## config.mk

```make
export PLATFORM = sky130hd
export DESIGN_NAME = ilir_cell
export DESIGN_NICKNAME = d
export VERILOG_FILES = /design/src/hw/rtl/ilir_pkg.sv /design/src/hw/rtl/ilir_cell.sv
export SDC_FILE = /design/constraint.sdc
export NUM_CORES = 1
export LEC_CHECK = 0
export CORE_MARGIN = 4
export CORE_UTILIZATION = 55
export CTS_BUF_LIST = sky130_fd_sc_hd__clkbuf_8
export CTS_CLUSTER_DIAMETER = 60
export DETAILED_ROUTE_END_ITERATION = 7
export DONT_BUFFER_PORTS = 1
export GPL_TIMING_DRIVEN = 0
export PLACE_DENSITY = 0.73
export SLEW_MARGIN = 20
export SYNTH_ARGS = -nofsm -noshare
export SYNTH_HDL_FRONTEND = slang
export SYNTH_SLANG_ARGS = --single-unit
```

## constraint.sdc

```tcl
create_clock -name i_clk -period 7.1 [get_ports i_clk]
set_clock_uncertainty 0.2 [all_clocks]
set_input_delay 1.065 -clock i_clk [delete_from_list [all_inputs] [get_ports i_clk]]
set_output_delay 1.065 -clock i_clk [all_outputs]
set_load 0.005 [all_outputs]
```

## src/hw/rtl/ilir_pkg.sv

```systemverilog
// ----------------------------------------------------------------------------
// ilir_pkg
// Shared types and constants of the indexed list engine.
// ----------------------------------------------------------------------------
package ilir_pkg;

    localparam int DEPTH  = 64;
    localparam int WORD_W = 32;
    localparam int CNT_W  = $clog2(DEPTH + 1);
    localparam int OP_W   = 3;
    localparam int ST_W   = 2;

    localparam logic [CNT_W-1:0] DEPTH_C = CNT_W'(DEPTH);

    typedef logic signed [WORD_W-1:0] t_word;

    typedef enum logic [OP_W-1:0] {
        OP_PUSH_FRONT = 3'd0,
        OP_PUSH_BACK  = 3'd1,
        OP_INSERT_AT  = 3'd2,
        OP_POP_FRONT  = 3'd3,
        OP_POP_BACK   = 3'd4,
        OP_REMOVE_AT  = 3'd5,
        OP_READ_AT    = 3'd6,
        OP_WRITE_AT   = 3'd7
    } t_op;

    typedef enum logic [ST_W-1:0] {
        ST_OK        = 2'd0,
        ST_BAD_INDEX = 2'd1,
        ST_EMPTY     = 2'd2,
        ST_FULL      = 2'd3
    } t_status;

    // what every cell does in a cycle
    typedef enum logic [1:0] {
        K_HOLD = 2'd0,
        K_INS  = 2'd1,
        K_DEL  = 2'd2,
        K_WR   = 2'd3
    } t_kind;

    typedef struct packed {
        t_kind            kind;
        logic [CNT_W-1:0] at;
        t_word            word;
    } t_cell_ctrl;

endpackage

```

## src/hw/rtl/ilir_cell.sv

```systemverilog
// ----------------------------------------------------------------------------
// ilir_cell
// One list slot: holds a word and takes its neighbor's word on a shift.
// ----------------------------------------------------------------------------
module ilir_cell (
    input  logic                       i_clk,
    input  ilir_pkg::t_cell_ctrl       i_ctrl,
    input  logic [ilir_pkg::CNT_W-1:0] i_index,
    input  ilir_pkg::t_word            i_left,
    input  ilir_pkg::t_word            i_right,
    output ilir_pkg::t_word            o_word,
    output ilir_pkg::t_word            o_sel
);

    ilir_pkg::t_word r_word;
    ilir_pkg::t_word n_word;

    always_comb begin
        n_word = r_word;
        unique case (i_ctrl.kind)
            ilir_pkg::K_INS: begin
                if (i_index == i_ctrl.at) begin
                    n_word = i_ctrl.word;
                end else if (i_index > i_ctrl.at) begin
                    n_word = i_left;
                end
            end
            ilir_pkg::K_DEL: begin
                if (i_index >= i_ctrl.at) begin
                    n_word = i_right;
                end
            end
            ilir_pkg::K_WR: begin
                if (i_index == i_ctrl.at) begin
                    n_word = i_ctrl.word;
                end
            end
            default: begin
                n_word = r_word;
            end
        endcase
    end

    always_ff @(posedge i_clk) begin
        r_word <= n_word;
    end

    assign o_word = r_word;
    // only the addressed cell drives the read bus
    assign o_sel  = (i_index == i_ctrl.at) ? r_word : '0;

endmodule

```

==> impl_metrics.json <==
{
  "vias": 1671,
  "required_ns": 5.83,
  "die_y_um": 74.6,
  "hold_class": "input pin to register",
  "p_per_area_nw_per_um2": 176,
  "synth-warning-count": 0,
  "cp_slowest_cell": "ha_1",
  "drive_gt1_share_pct": 11.1,
  "avgSynthCellArea_um2": 11.9,
  "crit_chain": "inv_1, ha_1, nand4_2, nor2_2, buf_6, clkbuf_1, and2_1",
  "fillerInstances": 332,
  "cts_tree": "yes",
  "wl_per_cell_um": 22.4,
  "track_usage_pct": 20.3,
  "grt_pass1_vias": 1786,
  "antenna_found_initial": 0,
  "register_area_um2": 961,
  "largest_reg_flops": 32,
  "cts-resized-gates": 0,
  "root_buffer": "clkbuf_8",
  "setup_viol": 0,
  "fin_crit_sh_pct": 52.6,
  "overflow": 0,
  "finalPower_mw": 0.462,
  "cts_setup_buffers": 0,
  "htreeDepth": 2,
  "vdd_ir_drop_max_uv": 101,
  "path_clk_slew_ns": 0.06,
  "drtIter0Drc": 74,
  "cts_hold_buffers": 0,
  "path_buf_inv": 3,
  "rsz0062_at_grt": "false",
  "outcome": "finished clean",
  "synth_area_um2": 2440,
  "cts_sinks": 32,
  "syn_nets": 325,
  "place_ws_ns": 3.36,
  "finalHoldViolCount": 0,
  "cp_slowest_stage_delay_ns": 0.33,
  "max_freq_ghz": 0.268,
  "crit_type": "input pin to output pin",
  "drc": 0,
  "yosys-top-cells-area": "edfxtp_1, mux2i_1, and2_1",
  "start_util_pct": 58.8,
  "synth-seq-cells": 32,
  "ant_nets": 0,
  "diodes": 0,
  "setup.worst_path.start_class": "input pin",
  "worst_pin_slew_ns": 0.600,
  "first_pass_iters": 4,
  "placed_cell_area_um2": 2540,
  "io_buffer_count": 0,
  "grt_max_degree": 11,
  "core_area_um2": 4140,
  "die-area_um2": 5560,
  "crit_fanout": 10,
  "final_util_pct": 63.4,
  "maxSlewViolCount": 0,
  "pin_count": 177,
  "layout_min_cycle_time_ns": 3.73,
  "critPathArrivalTime_ns": 2.47,
  "routed_via_density": 6.28,
  "tns_ns": 0,
  "fin_area_um2": 2630,
  "grt_pass1_wl_um": 8480,
  "rows": 23,
  "numCtsBuffers": 5,
  "die_w_um": 74.6,
  "path_delay_family": "buffers and inverters",
  "setup_ws_ns": 3.37,
  "synth_cells": 205,
  "crit_path_end_kind": "output pin",
  "cts.path.max_buffers": 2,
  "yosys.area.top_type_share_pct": 39.4,
  "multiInputGateArea_um2": 1350,
  "p_leak_nw": 1.07,
  "relSlewSlack_pct": 60.0,
  "wirelength_um": 5960,
  "synth_cell_types": 23,
  "drv_cap": 0,
  "gp_congestion": 0.790,
  "finalNetCount": 335,
  "yosys.area.top_type": "edfxtp_1",
  "areaGrowthSynthToFinish_pct": 7.80,
  "place_hpwl_um": 4890,
  "yosysSeqAreaShare_pct": 39.4
}
-- through the flow --
| stage | hold WS (ns) | instances |
|---|---|---|
| after floorplan | 1.09 | 205 |
| after detailed placement | 1.11 | 258 |
| after global routing | 0.821 | 266 |
| after CTS | 0.824 | 266 |
| after global placement | 1.11 | 255 |
| final | 0.840 | 266 |
-- placed cells by master, fill, tap and decap left out, types with 2 or more instances in the layout --
master    count
mux2i_1      93
and2_1       32
edfxtp_1     32
inv_1         8
buf_2         7
ha_1          7
clkbuf_8      5
clkbuf_1      4
buf_6         4
nor2_1        3
nand3_1       2
buf_12        2
nand2b_1      2
a21oi_1       2
clkinv_2      2
-- where the power goes --
part	total (mW)	switching [mW]	internal [mW]
registers	0.259	0.0181	0.240
logic	0.0732	0.0384	0.0348
clock network	0.130	0.0637	0.0664
total	0.462	0.120	0.342
-- layout make-up --
| class | count | share of cell area [%] |
|---|---|---|
| buffer | 15 | 4.14 |
| sequential | 32 | 36.6 |
| clock buffer | 5 | 2.62 |
| clock inverter | 3 | 0.524 |
| timing repair buffer | 3 | 1.29 |
| inverter | 8 | 1.14 |
| tap | 50 | 2.38 |
| multi-input combinational | 150 | 51.3 |
-- routing by layer --
metal	vias to the layer above	GRT usage [%]	wire length [µm]	share of wire [%]
li1	768	-	-	-
met1	792	21.5	2050	34
met2	103	38.8	3320	56
met3	8	5.41	511	8.6
met4	0	6.32	80	1.3
met5	-	0	0	0
-- path summary, 6_finish.rpt --
path,startpoint,endpoint,slack [ns],cells after the start
worst max-delay path,i_ctrl[38],o_sel[18],3.37,7
worst min-delay path,i_ctrl[15],o_word[15],0.84,2
-- cell families (layout without fill, tap and decap cells) --
| kind of cell | after synthesis | in the layout | synth area share, % |
|---|---|---|---|
| multiplexers | 93 | 93 | 38.2 |
| AND/OR/NAND/NOR | 43 | 43 | 10.8 |
| flip-flops | 32 | 32 | 39.4 |
| buffers and inverters | 23 | 34 | 5.70 |
| adder cells (fa/ha/maj) | 7 | 7 | 3.59 |
| AO/OA/AOI/OAI | 7 | 7 | 2.31 |
-- Yosys cell counts, drive strengths merged --
cell    count
mux2i      93
and2       32
edfxtp     32
buf        11
inv         8
ha          7
clkbuf      4
nor2        4
a21oi       2
nand2b      2
nand3       2
a211oi      1
a21o        1
a311oi      1
nand2       1
nand4       1
o31ai       1
o32ai       1
or3         1
(Power assumes the default switching activity.)
