## src/hw/rtl/ilir_pkg.sv

```systemverilog
// ----------------------------------------------------------------------------
// ilir_pkg
// Shared types and constants of the indexed list engine.
// ----------------------------------------------------------------------------
package ilir_pkg;

    localparam int DEPTH  = 64;
    localparam int WORD_W = 32;
    localparam int CNT_W  = $clog2(DEPTH + 1);
    localparam int OP_W   = 3;
    localparam int ST_W   = 2;

    localparam logic [CNT_W-1:0] DEPTH_C = CNT_W'(DEPTH);

    typedef logic signed [WORD_W-1:0] t_word;

    typedef enum logic [OP_W-1:0] {
        OP_PUSH_FRONT = 3'd0,
        OP_PUSH_BACK  = 3'd1,
        OP_INSERT_AT  = 3'd2,
        OP_POP_FRONT  = 3'd3,
        OP_POP_BACK   = 3'd4,
        OP_REMOVE_AT  = 3'd5,
        OP_READ_AT    = 3'd6,
        OP_WRITE_AT   = 3'd7
    } t_op;

    typedef enum logic [ST_W-1:0] {
        ST_OK        = 2'd0,
        ST_BAD_INDEX = 2'd1,
        ST_EMPTY     = 2'd2,
        ST_FULL      = 2'd3
    } t_status;

    // what every cell does in a cycle
    typedef enum logic [1:0] {
        K_HOLD = 2'd0,
        K_INS  = 2'd1,
        K_DEL  = 2'd2,
        K_WR   = 2'd3
    } t_kind;

    typedef struct packed {
        t_kind            kind;
        logic [CNT_W-1:0] at;
        t_word            word;
    } t_cell_ctrl;

endpackage

```

## src/hw/rtl/ilir_req_if.sv

```systemverilog
// ----------------------------------------------------------------------------
// ilir_req_if
// Request channel of the indexed list engine.
// ----------------------------------------------------------------------------
interface ilir_req_if;
    logic                            valid;
    logic                            ready;
    logic [ilir_pkg::OP_W-1:0]       operation;
    logic signed [ilir_pkg::WORD_W-1:0] value;
    logic [ilir_pkg::CNT_W-1:0]      position;

    modport source (output valid, output operation, output value, output position,
                    input ready);
    modport sink   (input valid, input operation, input value, input position,
                    output ready);
endinterface

```

## src/hw/rtl/ilir_rsp_if.sv

```systemverilog
// ----------------------------------------------------------------------------
// ilir_rsp_if
// Response channel of the indexed list engine.
// ----------------------------------------------------------------------------
interface ilir_rsp_if;
    logic                               valid;
    logic                               ready;
    logic signed [ilir_pkg::WORD_W-1:0] result_value;
    logic [ilir_pkg::ST_W-1:0]          status;
    logic [ilir_pkg::CNT_W-1:0]         entry_count;

    modport source (output valid, output result_value, output status,
                    output entry_count, input ready);
    modport sink   (input valid, input result_value, input status,
                    input entry_count, output ready);
endinterface

```

## src/hw/rtl/ilir_ctrl.sv

```systemverilog
// ----------------------------------------------------------------------------
// ilir_ctrl
// Request decode, entry count and registered response of the list engine.
// ----------------------------------------------------------------------------
module ilir_ctrl (
    input  logic                  i_clk,
    input  logic                  i_rst_n,
    ilir_req_if.sink              i_req,
    ilir_rsp_if.source            o_rsp,
    input  ilir_pkg::t_word       i_rd_word,
    output ilir_pkg::t_cell_ctrl  o_ctrl
);

    logic [ilir_pkg::CNT_W-1:0] r_count;
    logic [ilir_pkg::CNT_W-1:0] n_count;
    logic                       r_out_valid;
    ilir_pkg::t_word            r_out_value;
    ilir_pkg::t_status          r_out_status;
    logic [ilir_pkg::CNT_W-1:0] r_out_count;

    ilir_pkg::t_op              op;
    ilir_pkg::t_status          st;
    ilir_pkg::t_kind            kind;
    logic [ilir_pkg::CNT_W-1:0] at;
    logic                       is_read;
    logic                       xfer;
    ilir_pkg::t_word            res;

    assign i_req.ready = !r_out_valid || o_rsp.ready;
    assign xfer        = i_req.valid && i_req.ready;
    assign op          = ilir_pkg::t_op'(i_req.operation);

    always_comb begin
        st      = ilir_pkg::ST_OK;
        kind    = ilir_pkg::K_HOLD;
        at      = i_req.position;
        is_read = 1'b0;
        unique case (op)
            ilir_pkg::OP_PUSH_FRONT, ilir_pkg::OP_PUSH_BACK: begin
                at = (op == ilir_pkg::OP_PUSH_FRONT) ? '0 : r_count;
                if (r_count >= ilir_pkg::DEPTH_C) begin
                    st = ilir_pkg::ST_FULL;
                end else begin
                    kind = ilir_pkg::K_INS;
                end
            end
            ilir_pkg::OP_INSERT_AT: begin
                // index check wins over the full check
                if (i_req.position > r_count) begin
                    st = ilir_pkg::ST_BAD_INDEX;
                end else if (r_count >= ilir_pkg::DEPTH_C) begin
                    st = ilir_pkg::ST_FULL;
                end else begin
                    kind = ilir_pkg::K_INS;
                end
            end
            ilir_pkg::OP_POP_FRONT, ilir_pkg::OP_POP_BACK: begin
                at = (op == ilir_pkg::OP_POP_FRONT) ? '0 : r_count - 1'b1;
                if (r_count == '0) begin
                    st = ilir_pkg::ST_EMPTY;
                end else begin
                    kind = ilir_pkg::K_DEL;
                end
            end
            ilir_pkg::OP_REMOVE_AT: begin
                if (i_req.position >= r_count) begin
                    st = ilir_pkg::ST_BAD_INDEX;
                end else begin
                    kind = ilir_pkg::K_DEL;
                end
            end
            ilir_pkg::OP_READ_AT: begin
                if (i_req.position >= r_count) begin
                    st = ilir_pkg::ST_BAD_INDEX;
                end else begin
                    is_read = 1'b1;
                end
            end
            default: begin
                if (i_req.position >= r_count) begin
                    st = ilir_pkg::ST_BAD_INDEX;
                end else begin
                    kind = ilir_pkg::K_WR;
                end
            end
        endcase
    end

    always_comb begin
        n_count = r_count;
        if (kind == ilir_pkg::K_INS) begin
            n_count = r_count + 1'b1;
        end else if (kind == ilir_pkg::K_DEL) begin
            n_count = r_count - 1'b1;
        end
    end

    // removed or read word comes from the addressed cell before the shift
    assign res = (is_read || kind == ilir_pkg::K_DEL) ? i_rd_word : '0;

    assign o_ctrl.kind = xfer ? kind : ilir_pkg::K_HOLD;
    assign o_ctrl.at   = at;
    assign o_ctrl.word = i_req.value;

    always_ff @(posedge i_clk) begin
        if (!i_rst_n) begin
            r_count     <= '0;
            r_out_valid <= 1'b0;
        end else begin
            if (xfer) begin
                r_count     <= n_count;
                r_out_valid <= 1'b1;
            end else if (o_rsp.ready) begin
                r_out_valid <= 1'b0;
            end
        end
        if (xfer) begin
            r_out_value  <= res;
            r_out_status <= st;
            r_out_count  <= n_count;
        end
    end

    assign o_rsp.valid        = r_out_valid;
    assign o_rsp.result_value = r_out_value;
    assign o_rsp.status       = r_out_status;
    assign o_rsp.entry_count  = r_out_count;

    a_count_bound: assert property (@(posedge i_clk) disable iff (!i_rst_n)
        r_count <= ilir_pkg::DEPTH_C)
        else $error("entry count beyond depth");

    a_refused_keeps_count: assert property (@(posedge i_clk) disable iff (!i_rst_n)
        (xfer && st != ilir_pkg::ST_OK) |=> (r_count == $past(r_count)))
        else $error("refused request changed the count");

    a_insert_grows: assert property (@(posedge i_clk) disable iff (!i_rst_n)
        (xfer && kind == ilir_pkg::K_INS) |=> (r_count == $past(r_count) + 1'b1))
        else $error("insert did not grow the count");

    a_empty_means_zero: assert property (@(posedge i_clk) disable iff (!i_rst_n)
        (xfer && st == ilir_pkg::ST_EMPTY) |-> (r_count == '0))
        else $error("empty status with entries present");

    a_resp_matches_count: assert property (@(posedge i_clk) disable iff (!i_rst_n)
        xfer |=> (r_out_count == r_count))
        else $error("response count differs from list count");

endmodule
```

## src/flat_wrapper.sv

```systemverilog
// flat-port wrapper written by rule: the top's interface ports become plain ports
module ilir_ctrl_flat 
  (i_clk, i_rst_n, i_rd_word, o_ctrl, i_req_valid, i_req_operation, i_req_value, i_req_position, i_req_ready, o_rsp_valid, o_rsp_result_value, o_rsp_status, o_rsp_entry_count, o_rsp_ready);
  ilir_req_if i_req_i ();
  ilir_rsp_if o_rsp_i ();
  input  logic i_clk;
  input  logic i_rst_n;
  input  ilir_pkg::t_word i_rd_word;
  output ilir_pkg::t_cell_ctrl o_ctrl;
  input wire logic [$bits(i_req_i.valid)-1:0] i_req_valid;
  input wire logic [$bits(i_req_i.operation)-1:0] i_req_operation;
  input wire logic [$bits(i_req_i.value)-1:0] i_req_value;
  input wire logic [$bits(i_req_i.position)-1:0] i_req_position;
  output wire logic [$bits(i_req_i.ready)-1:0] i_req_ready;
  output wire logic [$bits(o_rsp_i.valid)-1:0] o_rsp_valid;
  output wire logic [$bits(o_rsp_i.result_value)-1:0] o_rsp_result_value;
  output wire logic [$bits(o_rsp_i.status)-1:0] o_rsp_status;
  output wire logic [$bits(o_rsp_i.entry_count)-1:0] o_rsp_entry_count;
  input wire logic [$bits(o_rsp_i.ready)-1:0] o_rsp_ready;
  assign i_req_i.valid = i_req_valid;
  assign i_req_i.operation = i_req_operation;
  assign i_req_i.value = i_req_value;
  assign i_req_i.position = i_req_position;
  assign i_req_ready = i_req_i.ready;
  assign o_rsp_valid = o_rsp_i.valid;
  assign o_rsp_result_value = o_rsp_i.result_value;
  assign o_rsp_status = o_rsp_i.status;
  assign o_rsp_entry_count = o_rsp_i.entry_count;
  assign o_rsp_i.ready = o_rsp_ready;
  ilir_ctrl u_core (.i_clk(i_clk), .i_rst_n(i_rst_n), .i_req(i_req_i), .o_rsp(o_rsp_i), .i_rd_word(i_rd_word), .o_ctrl(o_ctrl));
endmodule
```

## config.mk

```make
export PLATFORM = sky130hd
export DESIGN_NAME = ilir_ctrl_flat
export DESIGN_NICKNAME = d
export VERILOG_FILES = /design/src/hw/rtl/ilir_pkg.sv /design/src/hw/rtl/ilir_req_if.sv /design/src/hw/rtl/ilir_rsp_if.sv /design/src/hw/rtl/ilir_ctrl.sv /design/src/flat_wrapper.sv
export SDC_FILE = /design/constraint.sdc
export NUM_CORES = 1
export LEC_CHECK = 0
export ABC_AREA = 1
export BUFFER_PORTS_ARGS = -buffer_cell sky130_fd_sc_hd__buf_2
export CELL_PAD_IN_SITES_DETAIL_PLACEMENT = 1
export CELL_PAD_IN_SITES_GLOBAL_PLACEMENT = 1
export CORE_UTILIZATION = 35
export DETAILED_ROUTE_END_ITERATION = 16
export MAX_ROUTING_LAYER = met4
export PLACE_DENSITY = 0.93
export SETUP_SLACK_MARGIN = 0.3
export SKIP_CTS_REPAIR_TIMING = 1
export SYNTH_ARGS = -nofsm -noshare
export SYNTH_HDL_FRONTEND = slang
export SYNTH_SLANG_ARGS = --single-unit
```

## constraint.sdc

```tcl
create_clock -name i_clk -period 4.35 [get_ports i_clk]
set_clock_uncertainty 0.05 [all_clocks]
set_input_delay 1.0875 -clock i_clk [delete_from_list [all_inputs] [get_ports i_clk]]
set_output_delay 1.0875 -clock i_clk [all_outputs]
set_load 0.1 [all_outputs]
```

==> flow_metrics.tcl <==
set metrics [dict create \
    boundaryPins 162 \
    p_seq_frac 0.388 \
    setup_violations 0 \
    hold_viol_final 0 \
    synth_compound_area_frac 0.0568 \
    grt_use_met2 0.314 \
    numCtsBuffers 5 \
    synth_mux_area_frac 0 \
    rows 33 \
    endpoint_kind "output pin" \
    die_area_mm2 0.00913 \
    core-area_mm2 0.00834 \
    cp_cell_sequence "buf_2 > ha_1 > nand2_1 > inv_1 > a21oi_1 > nand2_1 > nand2_1 > nand3_1 > nand3_1 > nand2_1 > nor2_2 > buf_12" \
    syn_inst 345 \
    worst_setup_path_start_kind "primary input" \
    die_y_um 95.6 \
    path_class "in -> out" \
    grt_overflow 0 \
    cts.path.max_buffers 2 \
    rrSetupSlack_ns 1.39 \
    pre_cts_ws_ns 0.400 \
    drive_above_1_share 0.444 \
    antenna_found_initial 0 \
    cp_top_family "simple AND/OR/NAND/NOR gates" \
    busiest_layer "met2" \
    crit_arrival_ns 2.77 \
    area_growth_syn_to_layout_pct 15.6 \
    drc_errors 0 \
    status "completed" \
    r2r_cells 10 \
    synthAdderAreaFrac 0.0367 \
    yosysWarningCount 0 \
    antenna_cells 0 \
    hp-start "u_core.o_rsp.valid" \
    dr.pass1.iters 4 \
    final_common_cell "buf_2" \
    peakVddDrop_mv 0.157 \
    path_max_fanout 3 \
    synth-seq-cells 49 \
    r2r_end "u_core.o_rsp.result_value[0]" \
    fin_tns_setup_ns 0 \
    multi_input_area_mm2 0.00116 \
    dp.cells 511 \
    ant_nets 0 \
    place_hpwl_um 6260 \
    leakagePower_nw 1.88 \
    regArea_mm2 0.00139 \
    reg2reg_from "u_core.r_count[6]" \
    viasPerCell 4.74 \
    routedWlPerCell_um 14.9 \
    grt_pass1_vias 2503 \
    total_power_mw 1.50 \
    p_switching_mw 0.700 \
    drtIter0Drc 64 \
    max_stage_delay_ns 0.30 \
    period_minus_slack_ns 3.90 \
    cp.required_ns 3.21 \
    clkTransAtPathRegs_ns 0.09 \
    die_w_um 95.6 \
    use_met3 0.0303 \
    rsz0062_at_grt "no" \
    yosysSeqAreaShare 0.454 \
    grt_usage 0.174 \
    vias 2462 \
    grt_max_degree 33 \
    hp-class "reg -> reg" \
    synthesis.nets 432 \
    htree_num_levels 2 \
    use_met1 0.188 \
    pwr-share-clk 0.174 \
    internal-power_mw 0.802 \
    crit_path_frequent_cell "nand2_1" \
    switching_share 0.466 \
    setup_slack_ns 0.447 \
    yosysUniqueCellTypes 32 \
    syn_area_mm2 0.00306 \
    clock-root-buffer "clkbuf_8" \
    power.density_mw_per_mm2 424 \
    routed_wl_um 7720 \
    worst_pin_slew_ns 0.693 \
    synth-xor-area-share 0.0229 \
    clk_latency_ns 0.29 \
    yosys.area_share.simple 0.253 \
    grt_pass1_wl_um 11900 \
    min_to "u_core.o_rsp.valid" \
    start_util 0.367 \
    timing.fmax_mhz 256 \
    period_share 0.897 \
    cts.sinks 49 \
    routabilityCongestion 0.862 \
    fillers 1034 \
    slew_headroom 0.538 \
    path_buf_inv 3 \
    synth_top_family_by_area "simple AND/OR/NAND/NOR gates" \
    nNetsFinal 500 \
    combPwrFrac 0.437 \
    slew_viol_final 0 \
    port-buffer-count 97 \
    hold_depth 2 \
    fin_cells 519 \
    cap_violations 0 \
    synth_area_per_cell_um2 8.88 \
    cts_tree "yes" \
    layout_common_cells "95 x buf_2, 74 x nand2_1, 41 x edfxtp_1, 31 x inv_2, 28 x inv_1" \
    cp_slowest_cell "ha_1" \
]
## metal layers
layer,part of all wire,vias up
met2,0.50,107
met3,0.071,18
met5,0,-
met1,0.41,1142
met4,0.022,0
li1,-,1195
## per-stage QoR
| stage | hold slack, ns | instance area [µm²] | util |
|---|---|---|---|
| after floorplan | 0.557 | 3090 | - |
| after global placement | 0.441 | 3450 | 0.413 |
| after detailed placement | 0.482 | 3450 | 0.413 |
| after CTS | 0.495 | 3530 | 0.424 |
| after global routing | 0.524 | 3540 | 0.425 |
| final | 0.491 | 3540 | 0.425 |
## flip-flops by register name, indices dropped and copies added (netlist names)
register / count
u_core.o_rsp.entry_count: 7
u_core.o_rsp.result_value: 32
u_core.o_rsp.status: 2
u_core.o_rsp.valid: 1
u_core.r_count: 7
## power groups by stage
stage	Clock, mW	Sequential, mW	Combinational (mW)
after floorplan	0	0.855	0.413
after global placement	0	0.590	0.640
after detailed placement	0	0.594	0.658
after CTS	0.272	0.583	0.660
after global routing	0.288	0.589	0.696
final	0.262	0.583	0.657
## Yosys cell counts (all sizes together)
cell type	n	area [µm²]
nand2	107	544
inv	60	228
edfxtp	41	1230
buf	36	290
nand3	22	128
a21oi	15	75.1
nor2	12	52.6
ha	9	113
dfxtp	8	160
xor2	7	61.3
clkinv	5	18.8
nor3	5	25.0
o21ai	5	25.0
o211ai	3	22.5
o221ai	3	26.3
a31o	1	17.5
clkbuf	1	3.75
nand3b	1	7.51
nand4	1	12.5
o31ai	1	7.51
or2	1	6.26
xnor2	1	8.76
## how the worst max path moves through the flow
stage / from / end / cells after the start
final: i_req_position[6] / o_ctrl[39] / 12
after global routing: i_req_position[4] / o_ctrl[39] / 12
after CTS: i_req_position[6] / o_ctrl[39] / 11
after detailed placement: i_req_position[6] / o_ctrl[39] / 11
after global placement: i_req_position[6] / o_ctrl[39] / 11
after floorplan: o_rsp_ready / o_ctrl[39] / 5
## area by class of cell
cell class              count  share of cell area
multi-input cells         194               0.327
clock inverters             2             0.00424
inverters                  65              0.0706
repair buffers             98               0.148
clock buffers               6              0.0205
flip-flops and latches     49               0.393
well taps                 105              0.0371
## cells by family (layout without fill, tap and decap cells)
| family | Yosys count | in the layout |
|---|---|---|
| AND/OR/NAND/NOR | 149 | 149 |
| buffers and inverters | 102 | 171 |
| flip-flops | 49 | 49 |
| AO/OA/AOI/OAI | 28 | 28 |
| adder cells (fa/ha/maj) | 9 | 9 |
| XOR/XNOR | 8 | 8 |
## worst min-delay path, stage by stage, from the launching register on
cell     delay [ns]
dfxtp_1        0.32
nand2_1        0.10
a21oi_1        0.07
Power figures use the tool's default switching activity.
